**src/rtl/core/cds_pkg.sv**
```systemverilog
// Shared types, constants and small table functions for the calendar date stepper.
`default_nettype none

package cds_pkg;

  // Top-level parameter defaults
  localparam int unsigned YEAR_MAX_DEF  = 9999;
  localparam int unsigned COUNT_MAX_DEF = 255;

  // Field widths
  localparam int YEAR_W  = 14;
  localparam int MONTH_W = 4;
  localparam int DAY_W   = 5;
  localparam int WDAY_W  = 3;
  localparam int CNT_W   = 8;
  localparam int ACT_W   = 2;
  localparam int JDN_W   = 23;
  localparam int ACC_W   = 24;
  localparam int M400_W  = 9;
  localparam int QY_W    = 8;
  localparam int K2_W    = 9;

  // Shared multiplier operand widths
  localparam int MUL_AW = 24;
  localparam int MUL_BW = 24;

  // Action codes
  localparam logic [ACT_W-1:0] ACT_LOAD = 2'd0;
  localparam logic [ACT_W-1:0] ACT_FWD  = 2'd1;
  localparam logic [ACT_W-1:0] ACT_BACK = 2'd2;

  // Calendar constants
  localparam logic [MONTH_W-1:0] MONTHS   = 4'd12;
  localparam logic [MONTH_W-1:0] MARCH    = 4'd3;
  localparam logic [MONTH_W-1:0] MM_SHIFT = 4'd9;
  localparam logic [WDAY_W-1:0]  WD_LAST  = 3'd6;
  localparam int unsigned CENTURY   = 100;
  localparam int unsigned QUAD_CENT = 400;

  // Julian day number constants
  localparam int unsigned JDN_MUL    = 1461;
  localparam int unsigned JDN_YOFS   = 4712;
  localparam int unsigned JDN_DOFS   = 59;
  localparam int unsigned GREG_START = 2299160;
  localparam int unsigned GREG_CENT  = 49;
  localparam int unsigned GREG_OFS   = 38;

  // Reciprocals: floor(x/100) = (x*RCP100) >> RCP100_SH for x < 2^14,
  // floor(x/7) = (x*RCP7) >> RCP7_SH for x < 2^23
  localparam int unsigned RCP100    = 5243;
  localparam int unsigned RCP100_SH = 19;
  localparam int unsigned RCP7      = 9586981;
  localparam int unsigned RCP7_SH   = 26;

  // Reset date: 0001-01-01, a Saturday
  localparam logic [YEAR_W-1:0]  YEAR_RST  = 14'd1;
  localparam logic [MONTH_W-1:0] MONTH_RST = 4'd1;
  localparam logic [DAY_W-1:0]   DAY_RST   = 5'd1;
  localparam logic [WDAY_W-1:0]  WDAY_RST  = 3'd6;
  localparam logic [M400_W-1:0]  M400_RST  = 9'd1;

  typedef enum logic [3:0] {
    S_IDLE,
    S_LMUL,
    S_LQ,
    S_LCHK,
    S_STEP,
    S_JMUL,
    S_JACC,
    S_JFIX,
    S_WMUL,
    S_WFIX,
    S_EMIT
  } cds_state_t;

  typedef enum logic [2:0] {
    MUL_LDIV,
    MUL_LREM,
    MUL_K1,
    MUL_YDIV,
    MUL_W7
  } cds_mul_op_t;

  typedef struct packed {
    logic        in_ready;
    logic        take;
    logic        lq_cap;
    logic        lchk;
    logic        step_en;
    logic        jacc;
    logic        jfix;
    logic        wfix;
    logic        emit;
    cds_mul_op_t mul_sel;
  } cds_ctl_t;

  typedef struct packed {
    logic lok;
    logic step_done;
    logic out_free;
  } cds_sts_t;

  function automatic logic leap_of_m400(input logic [M400_W-1:0] m);
    logic cent;
    cent = (m == M400_W'(CENTURY)) || (m == M400_W'(2 * CENTURY)) ||
           (m == M400_W'(3 * CENTURY));
    return (m[1:0] == 2'b00) && !cent;
  endfunction

  function automatic logic [DAY_W-1:0] days_in(input logic [MONTH_W-1:0] month,
                                               input logic leap);
    logic [DAY_W-1:0] n;
    case (month)
      4'd2:                         n = leap ? 5'd29 : 5'd28;
      4'd4, 4'd6, 4'd9, 4'd11:      n = 5'd30;
      4'd1, 4'd3, 4'd5, 4'd7,
      4'd8, 4'd10, 4'd12:           n = 5'd31;
      default:                      n = 5'd0;
    endcase
    return n;
  endfunction

  // floor((306*mm + 5) / 10) for the March-based month index
  function automatic logic [K2_W-1:0] k2_of(input logic [MONTH_W-1:0] mm);
    logic [K2_W-1:0] k;
    case (mm)
      4'd0:    k = 9'd0;
      4'd1:    k = 9'd31;
      4'd2:    k = 9'd61;
      4'd3:    k = 9'd92;
      4'd4:    k = 9'd122;
      4'd5:    k = 9'd153;
      4'd6:    k = 9'd184;
      4'd7:    k = 9'd214;
      4'd8:    k = 9'd245;
      4'd9:    k = 9'd275;
      4'd10:   k = 9'd306;
      4'd11:   k = 9'd337;
      default: k = 9'd0;
    endcase
    return k;
  endfunction

endpackage

`default_nettype wire

```
**src/rtl/core/cds_if.sv**
```systemverilog
// Request and response channel interfaces of the calendar date stepper.
`default_nettype none

interface cds_req_if import cds_pkg::*; ();
  logic               valid;
  logic               ready;
  logic [ACT_W-1:0]   action;
  logic [YEAR_W-1:0]  load_year;
  logic [MONTH_W-1:0] load_month;
  logic [DAY_W-1:0]   load_day;
  logic [CNT_W-1:0]   step_count;

  modport source (output valid, action, load_year, load_month, load_day, step_count,
                  input ready);
  modport sink   (input valid, action, load_year, load_month, load_day, step_count,
                  output ready);
endinterface

interface cds_rsp_if import cds_pkg::*; ();
  logic               valid;
  logic               ready;
  logic [YEAR_W-1:0]  cur_year;
  logic [MONTH_W-1:0] cur_month;
  logic [DAY_W-1:0]   cur_day;
  logic [WDAY_W-1:0]  cur_weekday;
  logic [JDN_W-1:0]   julian_day;
  logic               is_leap;
  logic               range_error;

  modport source (output valid, cur_year, cur_month, cur_day, cur_weekday, julian_day,
                  is_leap, range_error, input ready);
  modport sink   (input valid, cur_year, cur_month, cur_day, cur_weekday, julian_day,
                  is_leap, range_error, output ready);
endinterface

`default_nettype wire

```
**src/rtl/core/cds_mul.sv**
```systemverilog
// Shared unsigned multiplier with a registered product.
`default_nettype none

module cds_mul import cds_pkg::*; #(
  parameter int AW = MUL_AW,
  parameter int BW = MUL_BW
) (
  input  wire logic             clk,
  input  wire logic [AW-1:0]    a,
  input  wire logic [BW-1:0]    b,
  output logic      [AW+BW-1:0] p
);

  always_ff @(posedge clk) begin
    p <= (AW+BW)'(a) * (AW+BW)'(b);
  end

endmodule

`default_nettype wire

```
**src/rtl/core/cds_ctrl.sv**
```systemverilog
// Sequencer for load check, day stepping, Julian day and weekday passes.
`default_nettype none

module cds_ctrl import cds_pkg::*; (
  input  wire logic             clk,
  input  wire logic             rst,
  input  wire logic             in_valid,
  input  wire logic [ACT_W-1:0] action,
  input  wire cds_sts_t         sts,
  output cds_ctl_t              ctl
);

  cds_state_t state, state_next;
  logic       take;

  assign take = in_valid && (state == S_IDLE);

  always_ff @(posedge clk) begin
    if (rst) begin
      state <= S_IDLE;
    end else begin
      state <= state_next;
    end
  end

  always_comb begin
    state_next = state;
    unique case (state)
      S_IDLE: begin
        if (take) begin
          case (action)
            ACT_LOAD:          state_next = S_LMUL;
            ACT_FWD, ACT_BACK: state_next = S_STEP;
            default:           state_next = S_JMUL;
          endcase
        end
      end
      S_LMUL: state_next = S_LQ;
      S_LQ:   state_next = S_LCHK;
      S_LCHK: state_next = S_JMUL;
      S_STEP: begin
        if (sts.step_done) begin
          state_next = S_JMUL;
        end
      end
      S_JMUL: state_next = S_JACC;
      S_JACC: state_next = S_JFIX;
      S_JFIX: state_next = sts.lok ? S_WMUL : S_EMIT;
      S_WMUL: state_next = S_WFIX;
      S_WFIX: state_next = S_EMIT;
      S_EMIT: begin
        if (sts.out_free) begin
          state_next = S_IDLE;
        end
      end
      default: state_next = S_IDLE;
    endcase
  end

  always_comb begin
    ctl         = '0;
    ctl.mul_sel = MUL_K1;
    ctl.take    = take;
    unique case (state)
      S_IDLE: ctl.in_ready = 1'b1;
      S_LMUL: ctl.mul_sel  = MUL_LDIV;
      S_LQ: begin
        ctl.mul_sel = MUL_LREM;
        ctl.lq_cap  = 1'b1;
      end
      S_LCHK: ctl.lchk    = 1'b1;
      S_STEP: ctl.step_en = 1'b1;
      S_JMUL: ctl.mul_sel = MUL_K1;
      S_JACC: begin
        ctl.mul_sel = MUL_YDIV;
        ctl.jacc    = 1'b1;
      end
      S_JFIX: ctl.jfix    = 1'b1;
      S_WMUL: ctl.mul_sel = MUL_W7;
      S_WFIX: ctl.wfix    = 1'b1;
      S_EMIT: ctl.emit    = sts.out_free;
      default: ctl.in_ready = 1'b0;
    endcase
  end

endmodule

`default_nettype wire

```
**src/rtl/core/calendar_date_stepper_jdn.sv**
```systemverilog
// Calendar date stepper: date register, day stepping, Julian day number, weekday.
// A load runs a checking pass, a Julian day pass and, if accepted, a weekday pass; a step
//   runs the step loop (stopped early if the year range stops it), then the Julian day pass;
//   the unused action runs only the Julian day pass. The passes share the one 24x24 multiplier.
//   One request at a time; ready is high only while idle.
// Reset (synchronous, rst high): date 0001-01-01, Saturday, no response pending.
`default_nettype none

module calendar_date_stepper_jdn import cds_pkg::*; #(
  parameter int unsigned YEAR_MAX  = YEAR_MAX_DEF,
  parameter int unsigned COUNT_MAX = COUNT_MAX_DEF
) (
  input wire logic  clk,
  input wire logic  rst,
  cds_req_if.sink   req,
  cds_rsp_if.source rsp
);

  localparam logic [YEAR_W-1:0] YMAX = YEAR_W'(YEAR_MAX);
  localparam int PW = MUL_AW + MUL_BW;

  cds_ctl_t ctl;
  cds_sts_t sts;

  // Date state; ymod400 tracks year mod 400 so the leap test needs no divider
  logic [YEAR_W-1:0]  year;
  logic [MONTH_W-1:0] month;
  logic [DAY_W-1:0]   day;
  logic [WDAY_W-1:0]  weekday;
  logic [M400_W-1:0]  ymod400;
  logic [CNT_W-1:0]   days_left;

  // Latched request
  logic [ACT_W-1:0]   l_action;
  logic [YEAR_W-1:0]  l_year;
  logic [MONTH_W-1:0] l_month;
  logic [DAY_W-1:0]   l_day;
  logic [QY_W-1:0]    lq;

  logic               lok;
  logic               err;
  logic [ACC_W-1:0]   acc;

  // Response register
  logic               out_valid;

  // Shared multiplier
  logic [MUL_AW-1:0]  mul_a;
  logic [MUL_BW-1:0]  mul_b;
  logic [PW-1:0]      prod;

  // Derived values
  logic [CNT_W-1:0]   cnt_sat;
  logic               leap_cur;
  logic [YEAR_W-1:0]  yy;
  logic [MONTH_W-1:0] mm;
  logic [QY_W-1:0]    q_p;
  logic [6:0]         rem100;
  logic [M400_W-1:0]  l_mod400;
  logic               l_ok;
  logic [9:0]         greg_t;
  logic [ACC_W-1:0]   wd_x;

  // Step results
  logic [YEAR_W-1:0]  year_next;
  logic [MONTH_W-1:0] month_next;
  logic [DAY_W-1:0]   day_next;
  logic [M400_W-1:0]  ymod400_next;
  logic [WDAY_W-1:0]  weekday_next;
  logic               step_hit;

  cds_ctrl u_ctrl (
    .clk      (clk),
    .rst      (rst),
    .in_valid (req.valid),
    .action   (req.action),
    .sts      (sts),
    .ctl      (ctl)
  );

  cds_mul #(
    .AW (MUL_AW),
    .BW (MUL_BW)
  ) u_mul (
    .clk (clk),
    .a   (mul_a),
    .b   (mul_b),
    .p   (prod)
  );

  assign req.ready = ctl.in_ready;

  assign cnt_sat  = (32'(req.step_count) > COUNT_MAX) ? CNT_W'(COUNT_MAX) : req.step_count;
  assign leap_cur = leap_of_m400(ymod400);

  // JDN year/month folding: January and February count in the previous year
  assign yy = year - {{(YEAR_W-1){1'b0}}, (month < MARCH)};
  assign mm = (month >= MARCH) ? (month - MARCH) : (month + MM_SHIFT);

  // Quotient by 100 out of the product register (load year or JDN year)
  assign q_p = prod[RCP100_SH +: QY_W];

  // Load check: ly mod 400 = (q mod 4)*100 + (ly - 100*q)
  assign rem100   = 7'(l_year - prod[YEAR_W-1:0]);
  assign l_mod400 = (M400_W'(lq[1:0]) * M400_W'(CENTURY)) + M400_W'(rem100);
  assign l_ok     = (l_year != '0) && (l_year <= YMAX) &&
                    (l_month != '0) && (l_month <= MONTHS) &&
                    (l_day != '0) && (l_day <= days_in(l_month, leap_of_m400(l_mod400)));

  // Gregorian correction term floor(3*(q+49)/4)
  assign greg_t = 10'(((10'(q_p) + 10'(GREG_CENT)) * 10'd3) >> 2);

  assign wd_x = acc + ACC_W'(1);

  always_comb begin
    unique case (ctl.mul_sel)
      MUL_LDIV: begin
        mul_a = MUL_AW'(l_year);
        mul_b = MUL_BW'(RCP100);
      end
      MUL_LREM: begin
        mul_a = MUL_AW'(q_p);
        mul_b = MUL_BW'(CENTURY);
      end
      MUL_K1: begin
        mul_a = MUL_AW'(yy) + MUL_AW'(JDN_YOFS);
        mul_b = MUL_BW'(JDN_MUL);
      end
      MUL_YDIV: begin
        mul_a = MUL_AW'(yy);
        mul_b = MUL_BW'(RCP100);
      end
      MUL_W7: begin
        mul_a = MUL_AW'(wd_x);
        mul_b = MUL_BW'(RCP7);
      end
      default: begin
        mul_a = '0;
        mul_b = '0;
      end
    endcase
  end

  // One day forward or back, with month and year carry or borrow
  always_comb begin
    year_next    = year;
    month_next   = month;
    day_next     = day;
    ymod400_next = ymod400;
    step_hit     = 1'b0;
    if (l_action == ACT_FWD) begin
      weekday_next = (weekday == WD_LAST) ? '0 : weekday + WDAY_W'(1);
      priority if (day < days_in(month, leap_cur)) begin
        day_next = day + DAY_W'(1);
      end else if (month < MONTHS) begin
        month_next = month + MONTH_W'(1);
        day_next   = DAY_RST;
      end else if (year < YMAX) begin
        year_next    = year + YEAR_W'(1);
        month_next   = MONTH_RST;
        day_next     = DAY_RST;
        ymod400_next = (ymod400 == M400_W'(QUAD_CENT - 1)) ? '0 : ymod400 + M400_W'(1);
      end else begin
        step_hit = 1'b1;
      end
    end else begin
      weekday_next = (weekday == '0) ? WD_LAST : weekday - WDAY_W'(1);
      priority if (day > DAY_RST) begin
        day_next = day - DAY_W'(1);
      end else if (month > MONTH_RST) begin
        month_next = month - MONTH_W'(1);
        day_next   = days_in(month - MONTH_W'(1), leap_cur);
      end else if (year > YEAR_RST) begin
        year_next    = year - YEAR_W'(1);
        month_next   = MONTHS;
        day_next     = 5'd31;
        ymod400_next = (ymod400 == '0) ? M400_W'(QUAD_CENT - 1) : ymod400 - M400_W'(1);
      end else begin
        step_hit = 1'b1;
      end
    end
  end

  assign sts.lok       = lok;
  assign sts.step_done = (days_left <= CNT_W'(1)) || step_hit;
  assign sts.out_free  = !out_valid || rsp.ready;

  // Date, counter and flags
  always_ff @(posedge clk) begin
    if (rst) begin
      year      <= YEAR_RST;
      month     <= MONTH_RST;
      day       <= DAY_RST;
      weekday   <= WDAY_RST;
      ymod400   <= M400_RST;
      days_left <= '0;
      lok       <= 1'b0;
      err       <= 1'b0;
    end else begin
      if (ctl.take) begin
        lok       <= 1'b0;
        err       <= 1'b0;
        days_left <= ((req.action == ACT_FWD) || (req.action == ACT_BACK)) ? cnt_sat : '0;
      end
      if (ctl.lchk) begin
        if (l_ok) begin
          year    <= l_year;
          month   <= l_month;
          day     <= l_day;
          ymod400 <= l_mod400;
          lok     <= 1'b1;
        end else begin
          err <= 1'b1;
        end
      end
      if (ctl.step_en && (days_left != '0)) begin
        if (step_hit) begin
          err       <= 1'b1;
          days_left <= '0;
        end else begin
          year      <= year_next;
          month     <= month_next;
          day       <= day_next;
          ymod400   <= ymod400_next;
          weekday   <= weekday_next;
          days_left <= days_left - CNT_W'(1);
        end
      end
      // Weekday of a loaded date: (JDN+1) mod 7; the remainder is x + q mod 8
      if (ctl.wfix) begin
        weekday <= wd_x[WDAY_W-1:0] + prod[RCP7_SH +: WDAY_W];
      end
    end
  end

  // Request latch and JDN accumulator
  always_ff @(posedge clk) begin
    if (ctl.take) begin
      l_action <= req.action;
      l_year   <= req.load_year;
      l_month  <= req.load_month;
      l_day    <= req.load_day;
    end
    if (ctl.lq_cap) begin
      lq <= q_p;
    end
    if (ctl.jacc) begin
      acc <= prod[ACC_W+1:2] + ACC_W'(k2_of(mm)) + ACC_W'(day) + ACC_W'(JDN_DOFS);
    end
    // Past the calendar switch: subtract floor(3*(q+49)/4) - 38
    if (ctl.jfix && (acc > ACC_W'(GREG_START))) begin
      acc <= acc + ACC_W'(GREG_OFS) - ACC_W'(greg_t);
    end
  end

  // Response register
  always_ff @(posedge clk) begin
    if (rst) begin
      out_valid <= 1'b0;
    end else if (ctl.emit) begin
      out_valid <= 1'b1;
    end else if (rsp.ready) begin
      out_valid <= 1'b0;
    end
  end

  always_ff @(posedge clk) begin
    if (ctl.emit) begin
      rsp.cur_year    <= year;
      rsp.cur_month   <= month;
      rsp.cur_day     <= day;
      rsp.cur_weekday <= weekday;
      rsp.julian_day  <= acc[JDN_W-1:0];
      rsp.is_leap     <= leap_cur;
      rsp.range_error <= err;
    end
  end

  assign rsp.valid = out_valid;

endmodule

`default_nettype wire
```
**src/flat_wrapper.sv**
```systemverilog
// flat-port wrapper written by rule: the top's interface ports become plain ports
module calendar_date_stepper_jdn_flat import cds_pkg::*;
#(
  parameter int unsigned YEAR_MAX  = YEAR_MAX_DEF,
  parameter int unsigned COUNT_MAX = COUNT_MAX_DEF
)
  (clk, rst, req_valid, req_action, req_load_year, req_load_month, req_load_day, req_step_count, req_ready, rsp_valid, rsp_cur_year, rsp_cur_month, rsp_cur_day, rsp_cur_weekday, rsp_julian_day, rsp_is_leap, rsp_range_error, rsp_ready);
  cds_req_if req_i ();
  cds_rsp_if rsp_i ();
  input wire logic clk;
  input wire logic rst;
  input wire logic [$bits(req_i.valid)-1:0] req_valid;
  input wire logic [$bits(req_i.action)-1:0] req_action;
  input wire logic [$bits(req_i.load_year)-1:0] req_load_year;
  input wire logic [$bits(req_i.load_month)-1:0] req_load_month;
  input wire logic [$bits(req_i.load_day)-1:0] req_load_day;
  input wire logic [$bits(req_i.step_count)-1:0] req_step_count;
  output wire logic [$bits(req_i.ready)-1:0] req_ready;
  output wire logic [$bits(rsp_i.valid)-1:0] rsp_valid;
  output wire logic [$bits(rsp_i.cur_year)-1:0] rsp_cur_year;
  output wire logic [$bits(rsp_i.cur_month)-1:0] rsp_cur_month;
  output wire logic [$bits(rsp_i.cur_day)-1:0] rsp_cur_day;
  output wire logic [$bits(rsp_i.cur_weekday)-1:0] rsp_cur_weekday;
  output wire logic [$bits(rsp_i.julian_day)-1:0] rsp_julian_day;
  output wire logic [$bits(rsp_i.is_leap)-1:0] rsp_is_leap;
  output wire logic [$bits(rsp_i.range_error)-1:0] rsp_range_error;
  input wire logic [$bits(rsp_i.ready)-1:0] rsp_ready;
  assign req_i.valid = req_valid;
  assign req_i.action = req_action;
  assign req_i.load_year = req_load_year;
  assign req_i.load_month = req_load_month;
  assign req_i.load_day = req_load_day;
  assign req_i.step_count = req_step_count;
  assign req_ready = req_i.ready;
  assign rsp_valid = rsp_i.valid;
  assign rsp_cur_year = rsp_i.cur_year;
  assign rsp_cur_month = rsp_i.cur_month;
  assign rsp_cur_day = rsp_i.cur_day;
  assign rsp_cur_weekday = rsp_i.cur_weekday;
  assign rsp_julian_day = rsp_i.julian_day;
  assign rsp_is_leap = rsp_i.is_leap;
  assign rsp_range_error = rsp_i.range_error;
  assign rsp_i.ready = rsp_ready;
  calendar_date_stepper_jdn #(.YEAR_MAX(YEAR_MAX), .COUNT_MAX(COUNT_MAX)) u_core (.clk(clk), .rst(rst), .req(req_i), .rsp(rsp_i));
endmodule
```
**config.mk**
```make
export PLATFORM = sky130hd
export DESIGN_NAME = calendar_date_stepper_jdn_flat
export DESIGN_NICKNAME = d
export VERILOG_FILES = /design/src/rtl/core/cds_pkg.sv /design/src/rtl/core/cds_if.sv /design/src/rtl/core/cds_mul.sv /design/src/rtl/core/cds_ctrl.sv /design/src/rtl/core/calendar_date_stepper_jdn.sv /design/src/flat_wrapper.sv
export SDC_FILE = /design/constraint.sdc
export NUM_CORES = 1
export LEC_CHECK = 0
export BUFFER_PORTS_ARGS = -buffer_cell sky130_fd_sc_hd__buf_2
export CORE_MARGIN = 1.5
export CORE_UTILIZATION = 40
export DETAILED_ROUTE_END_ITERATION = 8
export MAX_ROUTING_LAYER = met4
export PLACE_DENSITY = 0.57
export SKIP_LAST_GASP = 1
export SYNTH_ARGS = -nofsm -noshare
export SYNTH_HDL_FRONTEND = slang
export SYNTH_HIERARCHICAL = 1
export SYNTH_SLANG_ARGS = --single-unit
export TNS_END_PERCENT = 30
```
**constraint.sdc**
```tcl
create_clock -name clk -period 11.9 [get_ports clk]
set_input_delay 0.595 -clock clk [delete_from_list [all_inputs] [get_ports clk]]
set_output_delay 0.595 -clock clk [all_outputs]
set_load 0.02 [all_outputs]
```
==> results of run 1 <==
[layer usage]
layer  up-vias  track usage  part of all wire
met5         -            -                 0
met4         0       0.0830             0.030
met3       108       0.0245             0.036
met2       545        0.403              0.51
met1     10500        0.287              0.43
li1       9681            -                 -
[registers in the layout (all words and copies together) (netlist names), 8 cells and up]
register               flops
u_core/l_year             14
u_core/rsp.cur_year       14
u_core/rsp.julian_day     23
u_core/days_left           8
u_core/acc                24
u_core/ymod400             9
u_core/year               14
u_core/u_mul/p            29
[critical path: cells and delay by family, from the launching register on]
family	cells	cell delay (ps)
xor gates and xnor gates	2	390
AOI/OAI and AO/OA	5	940
adders and majority gates	11	4570
buffers and inverters	5	510
and+or+nand+nor	11	2440
DFF	1	610
[metrics by stage]
stage	std cells	utilization	hold slack (ps)	area [um2]
after floorplan	3045	-	401	26600
after global placement	3857	0.422	424	27700
after detailed placement	3857	0.422	429	27700
after CTS	3889	0.431	230	28300
after global routing	3889	0.431	246	28300
final	3889	0.431	268	28300
[cell usage in the layout, fill, tap and decap left out, types with 13 or more instances in the layout]
| cell | n |
|---|---|
| sky130_fd_sc_hd__inv_1 | 506 |
| sky130_fd_sc_hd__fa_1 | 342 |
| sky130_fd_sc_hd__nand2_1 | 305 |
| sky130_fd_sc_hd__ha_1 | 230 |
| sky130_fd_sc_hd__and2_1 | 229 |
| sky130_fd_sc_hd__a21oi_1 | 127 |
| sky130_fd_sc_hd__nor2_1 | 124 |
| sky130_fd_sc_hd__edfxtp_1 | 102 |
| sky130_fd_sc_hd__o21ai_0 | 96 |
| sky130_fd_sc_hd__buf_2 | 89 |
| sky130_fd_sc_hd__xnor2_1 | 82 |
| sky130_fd_sc_hd__dfxtp_1 | 79 |
| sky130_fd_sc_hd__nand3_1 | 55 |
| sky130_fd_sc_hd__nor3_1 | 52 |
| sky130_fd_sc_hd__xor2_1 | 51 |
| sky130_fd_sc_hd__conb_1 | 40 |
| sky130_fd_sc_hd__buf_4 | 37 |
| sky130_fd_sc_hd__a21o_1 | 29 |
| sky130_fd_sc_hd__a211oi_1 | 28 |
| sky130_fd_sc_hd__nor2b_1 | 26 |
| sky130_fd_sc_hd__nand4_1 | 22 |
| sky130_fd_sc_hd__o21a_1 | 18 |
| sky130_fd_sc_hd__o211ai_1 | 18 |
| sky130_fd_sc_hd__clkbuf_16 | 17 |
| sky130_fd_sc_hd__nand2b_1 | 17 |
| sky130_fd_sc_hd__a31oi_1 | 17 |
| sky130_fd_sc_hd__and3_1 | 16 |
| sky130_fd_sc_hd__mux2i_1 | 15 |
| sky130_fd_sc_hd__or3_1 | 14 |
| sky130_fd_sc_hd__o21ai_1 | 13 |
[final cells by class]
cell class | instances | area [um2] | share of cell area
clock buffer | 17 | 425 | 0.0150
sequential | 181 | 4640 | 0.164
multi-input combinational | 2180 | 19400 | 0.684
clock inverter | 15 | 161 | 0.00570
tap | 864 | 1080 | 0.0382
inverter | 506 | 1900 | 0.0671
timing repair buffer | 126 | 723 | 0.0256
[path summary, 6_finish.rpt]
kind	endpoint	from	slack, ps
hold reg to reg	u_core/rsp.range_error$_DFFE_PP_	u_core/err$_SDFF_PP0_	450
setup / recovery	u_core/u_mul/p[26]$_DFF_P_	u_core/month[1]$_SDFFE_PP0P_	2290
setup reg to reg	u_core/u_mul/p[26]$_DFF_P_	u_core/month[1]$_SDFFE_PP0P_	2290
hold / removal	u_core/l_year[1]$_DFFE_PP_	req_load_year[1]	270
==> results.ini, run 1 <==
[sta]
maxSlewViolCount = 0
setup_violations = 0
post-route-min-period_ps = 9610
period_utilization = 0.807
unrepaired_setup_endpoints_after_global_routing = no
fmax_ghz = 0.104
fin_setup_tns_ps = 0
finClkSkew_ps = 17.2
timing.slew.headroom = 0.183
timing.final.ws_setup_ps = 2290
tightestPinTransition_ps = 1220
total_count_of_hold_check_failures_in_the_final_report = 0

[floorplanning]
core_area_mm2 = 0.0656
boundaryPins = 90
initial_utilization = 0.403
die_height_um = 260
num_rows = 94
fp.dieW_um = 260
die_area_mm2 = 0.0677

[global_routing]
groute.usage.overall = 0.235
grt_antenna_before_repair = 1
overflow = 0
wire_length_of_the_first_global_routing_pass_mm = 119
grt_pass1_vias = 21400
grt_start_max_net_pins = 66

[final_layout]
area_growth_syn_to_layout_pct = 6.93
antenna_cells_inserted = 0
number_of_filler_instances_in_the_final_layout = 6515
layout-drive-gt1-share = 0.0747
nNetsFinal = 3621

[route]
drt_pass1_iterations = 5
vias = 20800
drtAntennaViolNets = 0
detail_route.vias_per_cell = 5.35
drc = 0
route.detailed.wl_per_inst_um = 19.3
postRouteWirelength_mm = 75.1
drt-initial-drc-count = 1256

[clock_tree]
ctsHtreeMaxLevel = 4
clk_root_buf = sky130_fd_sc_hd__clkbuf_16
cts-buffers-inserted = 17
postCtsHoldBufs = 0
clockBufferDepth = 2
tritoncts = done
cts_num_sinks = 181
clkTransAtPathRegs_ps = 70
worst_skew_pair.late_latency_ps = 510
post_cts.resized_instances = 0
post-cts-setup-buffers = 0

[worst_setup_path]
critPathCaptureType = flip-flop
worst_ep_arrival_time_ps = 9990
worstSetupPathType = reg2reg
critPathMaxFanout = 16
critPathLaunchType = flip-flop
reg2reg_depth = 34
cp_dominant_cell_by_count = sky130_fd_sc_hd__fa_1
crit_path_max_incr_delay_ps = 620
cp_data_required_time_ps = 12280
crit_slowest_cell = sky130_fd_sc_hd__ha_1

[placement]
finalWeightedCongestion = 0.944
dpl_worst_slack_ps = 2400
detailed_place_hpwl_mm = 57.6
port_buffers = 89

[yosys]
yosys_warnings = 6
area_of_the_mapped_netlist_mm2 = 0.0265
synth_area_per_cell_um2 = 8.81
synth_cells = 3006

[hold_path]
hold_path.class = in2reg
hold_path_depth = 1

[status]
status = finished, final reports clean

[run]
cap_violations = 0

Power of run 1 is not shown: default switching activity piles up to over one toggle a cycle in this logic, so the estimate is an artifact.
==> run 2, diff against run 1 <==
Settings changed: PLACE_DENSITY 0.57 to 0.59.
Clock period 11.9 ns to 7.9 ns, I/O delays scaled along.
==> results.ini, run 2 (synthesized netlist as in run 1, its figures left out) <==
[placement]
detailed_place_hpwl_mm = 58.1  ; +0.83%
port_buffers = 89  ; unchanged
finalWeightedCongestion = 0.918  ; -2.8%

[global_routing]
grt_start_max_net_pins = 66  ; unchanged
grt_pass1_vias = 21300  ; -0.24%
wire_length_of_the_first_global_routing_pass_mm = 118  ; -1.2%
overflow = 0  ; unchanged
groute.usage.overall = 0.230  ; -0.00554
grt_antenna_before_repair = 0  ; -1

[worst_setup_path]
reg2reg_setup_slack_ps = -260  ; -2560 ps
crit_slowest_cell = sky130_fd_sc_hd__fa_1
critPathLaunchType = flip-flop
critPathMaxFanout = 6  ; -10
critical_path.reg2reg.endpoint = u_core/u_mul/p[26]$_DFF_P_
crit_start = u_core/month[2]$_SDFFE_PP0P_
worstSetupPathType = reg2reg
reg2reg_depth = 33  ; -2.9%
reg2reg_from = u_core/month[2]$_SDFFE_PP0P_
worst_ep_arrival_time_ps = 8510  ; -1480 ps
cp_data_required_time_ps = 8250  ; -4030 ps
crit_path_max_incr_delay_ps = 550  ; -70 ps
cp_dominant_cell_by_count = sky130_fd_sc_hd__fa_1
critPathCaptureType = flip-flop

[sta]
setup_violations = 12  ; +12
fmax_ghz = 0.123  ; +18%
unrepaired_setup_endpoints_after_global_routing = yes
timing.final.ws_setup_ps = -261  ; -2560 ps
tightestPinTransition_ps = 810  ; -414 ps
period_utilization = 1.03  ; +0.226
post-route-min-period_ps = 8160  ; -1440 ps
maxSlewViolCount = 0  ; unchanged
finClkSkew_ps = 24.3  ; +7.11 ps
timing.slew.headroom = 0.460  ; +0.277
total_count_of_hold_check_failures_in_the_final_report = 0  ; unchanged

[clock_tree]
tritoncts = done
clk_root_buf = sky130_fd_sc_hd__clkbuf_16
postCtsHoldBufs = 0  ; unchanged
ctsHtreeMaxLevel = 4  ; unchanged
cts_num_sinks = 181  ; unchanged
worst_skew_pair.late_latency_ps = 480  ; -30 ps
cts-buffers-inserted = 17  ; unchanged
clkTransAtPathRegs_ps = 70  ; about the same
clockBufferDepth = 2  ; unchanged

[route]
drc = 0  ; unchanged
detail_route.vias_per_cell = 5.22  ; -2.3%
route.detailed.wl_per_inst_um = 18.1  ; -6.3%
vias = 21200  ; +1.7%
postRouteWirelength_mm = 73.3  ; -2.4%
drtAntennaViolNets = 0  ; unchanged
drt_pass1_iterations = 5  ; unchanged
drt-initial-drc-count = 1460  ; +16%

[final_layout]
area_growth_syn_to_layout_pct = 14.0
nNetsFinal = 3781  ; +4.4%
antenna_cells_inserted = 0  ; unchanged
layout.cells.most_common = sky130_fd_sc_hd__inv_1
layout-drive-gt1-share = 0.151  ; +0.0760
top_register = u_core/u_mul/p
top_regs = u_core/u_mul/p: 29 flops, u_core/acc: 24 flops, u_core/rsp.julian_day: 23 flops
largest_reg_flops = 29  ; unchanged
final_util = 0.460  ; +0.0286
final_cell_mix = sky130_fd_sc_hd__inv_1 (488), sky130_fd_sc_hd__fa_1 (335), sky130_fd_sc_hd__nand2_1 (298)
number_of_filler_instances_in_the_final_layout = 6460  ; -0.84%

[hold_path]
timing.hold.worst.start = req_load_month[2]
hold_path_end = u_core/l_month[2]$_DFFE_PP_
hold_path.class = in2reg
hold_path_depth = 1  ; unchanged

[status]
failed_checks = negative setup slack
status = finished with violations

[floorplanning]
fp.dieW_um = 260  ; unchanged
boundaryPins = 90  ; unchanged
core_area_mm2 = 0.0656  ; unchanged
die_area_mm2 = 0.0677  ; unchanged
initial_utilization = 0.403  ; unchanged
die_height_um = 260  ; unchanged
num_rows = 94  ; unchanged

[run]
cap_violations = 0  ; unchanged

-- run 2: changes by cell type in the layout (fill, tap and decap cells not counted), moves of 10 or more --
cell                      before  now
sky130_fd_sc_hd__buf_4        37  182
sky130_fd_sc_hd__ha_1        230  207
sky130_fd_sc_hd__inv_1       506  488
sky130_fd_sc_hd__inv_2         0   18
sky130_fd_sc_hd__ha_4          0   17
sky130_fd_sc_hd__buf_12        0   11
sky130_fd_sc_hd__a21oi_1     127  117
sky130_fd_sc_hd__a21oi_2       2   12
-- run 2: worst max-delay path by stage --
stage / endpoint / slack, ps / depth (start not counted)
detailed placement: u_core/u_mul/p[26]$_DFF_P_ / -370 / 36
global placement: u_core/u_mul/p[26]$_DFF_P_ / -250 / 35
finish: u_core/u_mul/p[26]$_DFF_P_ / -260 / 33
floorplan: u_core/u_mul/p[28]$_DFF_P_ / -40 / 34
global route: u_core/u_mul/p[28]$_DFF_P_ / -520 / 34
CTS: u_core/u_mul/p[26]$_DFF_P_ / -160 / 37
-- run 2: final cells by class --
cell class,instances,area (um2),share of cell area
multi-input combinational,2180,19900,0.658
sequential,181,4650,0.154
timing repair buffer,286,2080,0.0689
inverter,506,1900,0.0629
tap,864,1080,0.0358
clock buffer,17,425,0.0141
clock inverter,15,189,0.00626
-- run 2: metrics by stage --
step                setup slack [ps]  std cells  instance area (um2)  TNS (ps)  hold slack [ps]
finish                          -261       4049                30200     -2140             94.7
floorplan                      -40.4       3045                26800     -41.8              401
CTS                             -163       4043                30000     -1060             72.9
detailed placement              -372       4000                29100     -3180              418
global placement                -248       4000                29100     -1890              418
global route                    -525       4049                30200     -5800             69.2
-- run 2: timing repair --
action	in CTS	in global routing
gates resized for setup	58	32
buffers inserted	11	6
pin swaps	80	40
cloned	0	0
setup endpoints to repair	12	15
endpoints found under the hold margin	0	0
-- run 2: critical path, delay by kind of cell (launching register included) --
| kind | cells | cell delay [ps] |
|---|---|---|
| simple gates | 12 | 2580 |
| flops | 1 | 320 |
| buf+inv | 4 | 400 |
| compound gates | 5 | 790 |
| fa+ha+maj | 10 | 3680 |
| xor+xnor | 2 | 270 |
-- run 2: routing by layer --
layer	global-route usage	share of wire	wire (um)	vias up
met2	0.391	0.50	36600	537
li1	-	-	-	10000
met1	0.290	0.42	31000	10500
met3	0.0229	0.050	3670	97
met5	-	0	0	-
met4	0.0633	0.028	2020	0
Power of run 2 is left out for the same reason.
